### src/mst_pkg.sv
`default_nettype none

package mst_pkg;

  localparam int SLOTS_DEFAULT = 8;
  // the slot field is three bits wide, so at most eight slots are reachable
  localparam int SLOT_LIMIT    = 8;

  localparam int KIND_W   = 3;
  localparam int SLOT_W   = 3;
  localparam int VAL_W    = 32;
  localparam int TICK_W   = 64;
  localparam int RES_W    = 2;
  localparam int S_DATA_W = 72;
  localparam int M_DATA_W = 8;

  typedef enum logic [KIND_W-1:0] {
    KIND_ARM    = 3'd0,
    KIND_SETCNT = 3'd1,
    KIND_STOP   = 3'd2,
    KIND_REMOVE = 3'd3,
    KIND_TICK   = 3'd4,
    KIND_SCAN   = 3'd5
  } cmd_kind_t;

  typedef enum logic [RES_W-1:0] {
    RES_STATUS = 2'd0,
    RES_FIRE   = 2'd1,
    RES_DONE   = 2'd2
  } res_kind_t;

  typedef enum logic [1:0] {
    ST_IDLE,
    ST_CMD,
    ST_SCAN,
    ST_DONE
  } seq_state_t;

  typedef enum logic [1:0] {
    ADD_PERIOD_IN,
    ADD_PERIOD_SLOT,
    ADD_ONE
  } add_sel_t;

endpackage

`default_nettype wire

### src/multi_slot_repeat_timer.sv
`default_nettype none
// Channel  Dir  Handshake          Payload
// s        in   s_tvalid/s_tready  s_tuser: kind; s_tdata: slot, period, repeat_count
// m        out  m_tvalid/m_tready  m_tuser: result_kind; m_tdata: status, fired_slot;
//                                  m_tlast: last
// A command issues its status result from ST_CMD. A scan visits each slot in
// ST_SCAN, then ST_DONE, all through one 64-bit adder and one goal compare.
// s_tready is high only while the sequencer is idle; a result register on the m
// side lets the next command be taken while the previous result waits.
// A held result stalls the sequencer at the next result it has to issue.
// rst is synchronous; it clears the tick counter, active bits and repeat counts.
module multi_slot_repeat_timer #(
  parameter int SLOTS = mst_pkg::SLOTS_DEFAULT
) (
  input  wire logic                         clk,
  input  wire logic                         rst,
  input  wire logic                         s_tvalid,
  output logic                              s_tready,
  input  wire logic [mst_pkg::KIND_W-1:0]   s_tuser,   // kind
  // slot[2:0], period[34:3], repeat_count[66:35], zero pad[71:67]
  input  wire logic [mst_pkg::S_DATA_W-1:0] s_tdata,
  output logic                              m_tvalid,
  input  wire logic                         m_tready,
  output logic [mst_pkg::RES_W-1:0]         m_tuser,   // result_kind
  // status[0], fired_slot[3:1], zero pad[7:4]
  output logic [mst_pkg::M_DATA_W-1:0]      m_tdata,
  output logic                              m_tlast
);
  import mst_pkg::*;

  localparam int NUM   = (SLOTS < SLOT_LIMIT) ? SLOTS : SLOT_LIMIT;
  localparam int IDX_W = (NUM > 1) ? $clog2(NUM) : 1;
  localparam logic [IDX_W-1:0] LAST_IDX = IDX_W'(NUM - 1);
  localparam int PAD_W = M_DATA_W - SLOT_W - 1;

  seq_state_t state, state_next;

  logic [KIND_W-1:0] kind_q;
  logic [VAL_W-1:0]  period_q;
  logic [VAL_W-1:0]  count_q;
  logic              slot_ok_q;
  logic [IDX_W-1:0]  idx;
  logic [TICK_W-1:0] tick_count;

  logic              slot_active    [NUM];
  logic [VAL_W-1:0]  slot_remaining [NUM];
  logic [VAL_W-1:0]  slot_period    [NUM];
  logic [TICK_W-1:0] slot_goal      [NUM];

  logic              rd_active;
  logic [VAL_W-1:0]  rd_rem;
  logic [VAL_W-1:0]  rd_period;
  logic [TICK_W-1:0] rd_goal;
  logic [VAL_W-1:0]  rem_dec;
  logic              fire;
  logic              out_free;
  logic              s_accept;

  add_sel_t          add_sel;
  logic [TICK_W-1:0] add_b;
  logic [TICK_W-1:0] add_sum;

  logic              out_load;
  res_kind_t         out_kind;
  logic              out_status;
  logic [SLOT_W-1:0] out_slot;
  logic              out_last;
  logic              arm_we;
  logic              rem_we;
  logic [VAL_W-1:0]  rem_val;
  logic              goal_we;
  logic              deact_we;
  logic              tick_we;
  logic              idx_inc;

  assign s_tready = (state == ST_IDLE);
  assign s_accept = s_tvalid && s_tready;
  assign out_free = !m_tvalid || m_tready;

  assign rd_active = slot_active[idx];
  assign rd_rem    = slot_remaining[idx];
  assign rd_period = slot_period[idx];
  assign rd_goal   = slot_goal[idx];
  assign rem_dec   = rd_rem - VAL_W'(1);
  assign fire      = rd_active && (rd_rem != '0) && (tick_count >= rd_goal);

  // shared adder: arm goal, re-arm goal and tick increment
  always_comb begin
    case (add_sel)
      ADD_PERIOD_IN:   add_b = TICK_W'(period_q);
      ADD_PERIOD_SLOT: add_b = TICK_W'(rd_period);
      default:         add_b = TICK_W'(1);
    endcase
  end
  assign add_sum = tick_count + add_b;

  always_ff @(posedge clk) begin
    if (rst) begin
      state <= ST_IDLE;
    end else begin
      state <= state_next;
    end
  end

  always_comb begin
    state_next = state;
    add_sel    = ADD_PERIOD_IN;
    out_load   = 1'b0;
    out_kind   = RES_STATUS;
    out_status = 1'b0;
    out_slot   = '0;
    out_last   = 1'b1;
    arm_we     = 1'b0;
    rem_we     = 1'b0;
    rem_val    = count_q;
    goal_we    = 1'b0;
    deact_we   = 1'b0;
    tick_we    = 1'b0;
    idx_inc    = 1'b0;
    unique case (state)
      ST_IDLE: begin
        if (s_tvalid) begin
          state_next = (s_tuser == KIND_SCAN) ? ST_SCAN : ST_CMD;
        end
      end
      ST_CMD: begin
        if (out_free) begin
          out_load   = 1'b1;
          state_next = ST_IDLE;
          case (kind_q)
            KIND_ARM: begin
              arm_we = slot_ok_q;
            end
            KIND_SETCNT: begin
              if (slot_ok_q && rd_active) begin
                rem_we = 1'b1;
              end else begin
                out_status = 1'b1;
              end
            end
            KIND_STOP: begin
              rem_we  = slot_ok_q;
              rem_val = '0;
            end
            KIND_REMOVE: begin
              if (slot_ok_q && rd_active) begin
                deact_we = 1'b1;
              end else begin
                out_status = 1'b1;
              end
            end
            KIND_TICK: begin
              tick_we = 1'b1;
              add_sel = ADD_ONE;
            end
            default: ;
          endcase
        end
      end
      ST_SCAN: begin
        add_sel = ADD_PERIOD_SLOT;
        // a firing slot waits for the result register; others pass at once
        if (!fire || out_free) begin
          if (fire) begin
            out_load = 1'b1;
            out_kind = RES_FIRE;
            out_slot = SLOT_W'(idx);
            out_last = 1'b0;
            rem_we   = 1'b1;
            rem_val  = rem_dec;
            goal_we  = (rem_dec != '0);
          end
          if (idx == LAST_IDX) begin
            state_next = ST_DONE;
          end else begin
            idx_inc = 1'b1;
          end
        end
      end
      ST_DONE: begin
        if (out_free) begin
          out_load   = 1'b1;
          out_kind   = RES_DONE;
          state_next = ST_IDLE;
        end
      end
      default: state_next = ST_IDLE;
    endcase
  end

  // command capture and slot index
  always_ff @(posedge clk) begin
    if (s_accept) begin
      kind_q    <= s_tuser;
      period_q  <= s_tdata[SLOT_W +: VAL_W];
      count_q   <= s_tdata[SLOT_W + VAL_W +: VAL_W];
      slot_ok_q <= ((SLOT_W + 1)'(s_tdata[SLOT_W-1:0]) < (SLOT_W + 1)'(NUM));
      idx       <= (s_tuser == KIND_SCAN) ? '0 : s_tdata[IDX_W-1:0];
    end else if (idx_inc) begin
      idx <= idx + IDX_W'(1);
    end
  end

  always_ff @(posedge clk) begin
    if (rst) begin
      tick_count <= '0;
    end else if (tick_we) begin
      tick_count <= add_sum;
    end
  end

  always_ff @(posedge clk) begin
    if (rst) begin
      for (int i = 0; i < NUM; i++) begin
        slot_active[i]    <= 1'b0;
        slot_remaining[i] <= '0;
      end
    end else begin
      if (arm_we) begin
        slot_active[idx]    <= 1'b1;
        slot_remaining[idx] <= count_q;
      end else if (rem_we) begin
        slot_remaining[idx] <= rem_val;
      end
      if (deact_we) begin
        slot_active[idx] <= 1'b0;
      end
    end
  end

  always_ff @(posedge clk) begin
    if (arm_we) begin
      slot_period[idx] <= period_q;
    end
    if (arm_we || goal_we) begin
      slot_goal[idx] <= add_sum;
    end
  end

  // result register
  always_ff @(posedge clk) begin
    if (rst) begin
      m_tvalid <= 1'b0;
    end else if (out_load) begin
      m_tvalid <= 1'b1;
    end else if (m_tready) begin
      m_tvalid <= 1'b0;
    end
  end

  always_ff @(posedge clk) begin
    if (out_load) begin
      m_tuser <= out_kind;
      m_tdata <= {PAD_W'(0), out_slot, out_status};
      m_tlast <= out_last;
    end
  end

  // fired slot always lies within the table
  assert property (@(posedge clk) disable iff (rst)
    (m_tvalid && m_tuser == RES_FIRE) |-> ((SLOT_W + 1)'(m_tdata[SLOT_W:1]) < (SLOT_W + 1)'(NUM)))
    else $error("fired slot outside the table");

  // last marks status and done results only
  assert property (@(posedge clk) disable iff (rst)
    m_tvalid |-> (m_tlast == (m_tuser == RES_STATUS || m_tuser == RES_DONE)))
    else $error("last flag does not match result kind");

  // an executed tick advances the counter by exactly one
  assert property (@(posedge clk) disable iff (rst)
    (state == ST_CMD && out_free && kind_q == KIND_TICK)
      |=> (tick_count == $past(tick_count) + TICK_W'(1)))
    else $error("tick counter did not advance");

  // the sequencer takes no transaction while a scan is running
  assert property (@(posedge clk) disable iff (rst)
    (state == ST_SCAN) |=> (!s_tready || $past(idx) == LAST_IDX || $past(fire && !out_free)) ||
      (state != ST_SCAN))
    else $error("input taken during scan");

endmodule

`default_nettype wire
### config.mk
export PLATFORM = sky130hd
export DESIGN_NAME = multi_slot_repeat_timer
export DESIGN_NICKNAME = d
export VERILOG_FILES = /design/src/mst_pkg.sv /design/src/multi_slot_repeat_timer.sv
export SDC_FILE = /design/constraint.sdc
export NUM_CORES = 1
export LEC_CHECK = 0
export BUFFER_PORTS_ARGS = -buffer_cell sky130_fd_sc_hd__buf_2
export CAP_MARGIN = 20
export CORE_UTILIZATION = 40
export CTS_BUF_LIST = sky130_fd_sc_hd__clkbuf_8
export CTS_CLUSTER_DIAMETER = 150
export DETAILED_ROUTE_END_ITERATION = 10
export GPL_ROUTABILITY_DRIVEN = 0
export PLACE_DENSITY = 0.62
export SLEW_MARGIN = 20
export SYNTH_ARGS = -nofsm -noshare
export SYNTH_HDL_FRONTEND = slang
export SYNTH_SLANG_ARGS = --single-unit
### constraint.sdc
create_clock -name clk -period 7.64 [get_ports clk]
set_input_delay 0.382 -clock clk [delete_from_list [all_inputs] [get_ports clk]]
set_output_delay 0.382 -clock clk [all_outputs]
set_load 0.02 [all_outputs]
==> flow_summary.ini <==
[placement]
dp_slack_ns = 1.14
io_buffers = 82
hpwl_um = 72500

[setup_path]
timing.reg2reg.setup_slack_ns = 1.22
worstPathRequired_ns = 8.17
critPathCapture = slot_goal[4][3]$_DFFE_PP_
cp-end-kind = register
cp.arrival_ns = 6.95
r2r_cells = 14
start_kind = register
crit_path_max_fanout = 36
critical_path_class = reg -> reg
rr_endpoint = slot_goal[4][3]$_DFFE_PP_

[sta]
fin_tns_setup_ns = 0
hold_slack_ns = 0.0762
finalSetupViolations = 0
skew_ns = 0.0690
fin_crit_sh_pct = 84.0
final.setup.worst_slack_ns = 1.22
drv_slew = 0
fmax_mhz = 156
min_period_ns = 6.42
rsz0062_at_grt = false
finalHoldViolCount = 0
maxSlewHeadroom_pct = 26.3
tightest_slew_ns = 1.10

[clock_tree]
clk_pin_slew_worst_paths_ns = 0.06
root_buffer = clkbuf_8
cts_made_buffers = 190
clkLatencyLatePin_ns = 0.91
htreeDepth = 4
clockBufferDepth = 3
cts_tree = yes
cts.sinks = 1179

[power]
power_switching_mw = 6.20
p_int_mw = 12.7
comb_power_share_pct = 29.6
switching_share_pct = 32.8
sequentialPowerShare_pct = 42.5
clockPowerShare_pct = 28.0
power.leakage_nw = 20.9
p_per_area_nw_per_um2 = 321
irDropWorstVdd_mv = 0.240

[logic_synthesis]
yosysMostFrequentCell = edfxtp_1
synth-main-ff-cell = edfxtp_1
yosysWarnings = 0
synth_seq_cells = 1179
synthTopCellsByArea = edfxtp_1 (64%), mux4_2 (11%), nor2_1 (2.9%)
synth-async-reset-ratio_pct = 0
syn-cell-area_um2 = 51800
yosysSeqAreaShare_pct = 67.0
synth_top_area_cell = edfxtp_1
synth_edf_count = 1109
ys_types = 91
syn_inst = 3224
syn_avg_cell_area_um2 = 16.1
synth_common_cells = edfxtp_1 (1,109), nor2_1 (395), mux4_2 (253), nand2_1 (152), mux2i_1 (137)
yosysTopAreaCellShare_pct = 64.3

[global_route]
grt_pass1_wl_um = 185000
antenna_found_initial = 1
grt-ovfl-total = 0
first_global_vias = 29900
grt_max_degree = 100
grt_use_total_pct = 18.8

[routing]
wl_per_cell_um = 22.9
ant_nets = 0
dr.first_iter.drc_count = 2435
routed_wl_um = 123000
num_vias = 29500
first_pass_iters = 5
drc = 0
avgViaCountPerCell = 5.49

[floorplan]
initial_core_util_pct = 40.5
io_pins = 92
die_y_um = 362
coreArea_um2 = 128000
rows = 131
fp.dieW_um = 362
dieArea_um2 = 131000

[hold_path]
hp-class = in -> reg

[cells_and_area]
drive_above_1_share_pct = 21.1
area_growth_pct = 13.7
final_nets = 3667

[status]
outcome = completed

[flow_run]
drv_cap = 0
cells by family (layout without fill, tap and decap cells):
| family | after synthesis | in the layout | share of synthesized area (%) |
|---|---|---|---|
| AND/OR/NAND/NOR | 847 | 847 | 7.63 |
| XOR/XNOR | 106 | 106 | 1.79 |
| flip-flops | 1179 | 1179 | 67.0 |
| AO/OA/AOI/OAI | 375 | 375 | 5.13 |
| adder cells (fa/ha/maj) | 107 | 107 | 2.60 |
| multiplexers | 405 | 405 | 14.0 |
| buffers and inverters | 204 | 615 | 1.84 |
| other | 1 | 6 | 0.00724 |
repair_timing:
action                    CTS  global route
gates resized for setup     0             0
buffers inserted            0             0
hold endpoints to repair   75             0
hold buffers               69             0
power groups by stage:
| stage | Clock (mW) | Sequential [mW] | Combinational [mW] |
|---|---|---|---|
| 2_1_floorplan | 0 | 7.90 | 4.25 |
| 3_3_place_gp | 0 | 8.16 | 5.55 |
| 3_5_place_dp | 0 | 8.17 | 5.59 |
| 4_1_cts | 5.42 | 8.04 | 5.64 |
| 5_1_grt | 5.70 | 8.07 | 6.04 |
| 6_report | 5.29 | 8.03 | 5.59 |
how the worst min path moves through the flow:
stage,slack [ns],depth (start not counted),startpoint,endpoint
after global routing,0.02,3,s_tdata[1],idx[1]$_DFFE_PN_
after detailed placement,0.47,2,tick_count[0]$_SDFFE_PP0P_,tick_count[0]$_SDFFE_PP0P_
final,0.08,3,s_tdata[2],idx[2]$_DFFE_PN_
after global placement,0.47,2,tick_count[17]$_SDFFE_PP0P_,tick_count[17]$_SDFFE_PP0P_
after CTS,0.004,3,s_tvalid,state[1]$_SDFFE_PP0P_
after floorplan,0.45,2,tick_count[17]$_SDFFE_PP0P_,tick_count[17]$_SDFFE_PP0P_
cell usage in the layout, fill, tap and decap left out, types with 9 or more instances in the layout:
cell type,instances
nand2b_1,14
nand4_1,35
mux2_2,9
mux4_2,253
dlygate4sd3_1,69
nor2_1,379
clkinv_2,24
buf_4,68
ha_1,106
o21ai_0,78
buf_2,81
a21o_1,48
nand3_1,48
nor3_1,74
bufinv_16,9
nor2_4,17
or3_1,23
a22oi_2,21
nor2b_1,9
nand2_1,152
xor2_1,29
o22ai_1,9
edfxtp_1,1109
xnor2_1,77
dfxtp_1,67
o21bai_1,20
and2_1,11
buf_12,14
clkinv_1,48
mux2i_1,137
a21oi_1,103
nor4_1,14
inv_1,89
clkbuf_8,204
and3_1,12
state kept, by name, summed over array words and instances, names as in the netlist, 3 cells and up, named ones only:
signal          cells
kind_q              3
slot_period       256
idx                 3
slot_active         8
tick_count         64
m_tdata             4
count_q            32
slot_remaining    256
period_q           32
slot_goal         512
metrics by stage:
step                      instances  util (%)  power [mW]  instance area, um2
after floorplan                3227         -        12.2               51800
after CTS                      5367      46.0        19.1               58900
after global routing           5368      46.0        19.8               58900
final                          5369      46.0        18.9               58900
after global placement         4949      42.6        13.7               54500
after detailed placement       4949      42.6        13.8               54500
worst max-delay path, cell delays in order, from the launching register on:
cell and delay [ns]:
dfxtp_4 0.87, buf_4 0.52, mux4_2 0.57, mux2i_1 0.22, ha_1 0.18, nand4_1 0.18, nor4_1 0.32, buf_4 0.19
and3_1 0.25, o21ai_0 0.37, a21o_1 0.39, o21ai_0 0.31, o31ai_4 0.29, nor2_4 0.80, buf_4 0.51
layer usage:
layer / routed length (um) / up-vias / GRT usage [%]
li1: - / 13200 / -
met1: 54900 / 15100 / 26.7
met2: 57800 / 992 / 29.6
met3: 7540 / 180 / 3.47
met4: 2560 / 0 / 5.48
met5: 0 / - / 0
final cells by class:
type,instances,area (um2)
Clock buffer,204,2810
Inverter,34,129
Antenna cell,2,5.00
Tap cell,1729,2160
Sequential cell,1179,34700
Fill cell,11100,69100
Clock inverter,145,877
Multi-Input combinational cell,1844,16300
Timing Repair Buffer,232,1890
No activity file was read; power rests on OpenSTA's default activity.
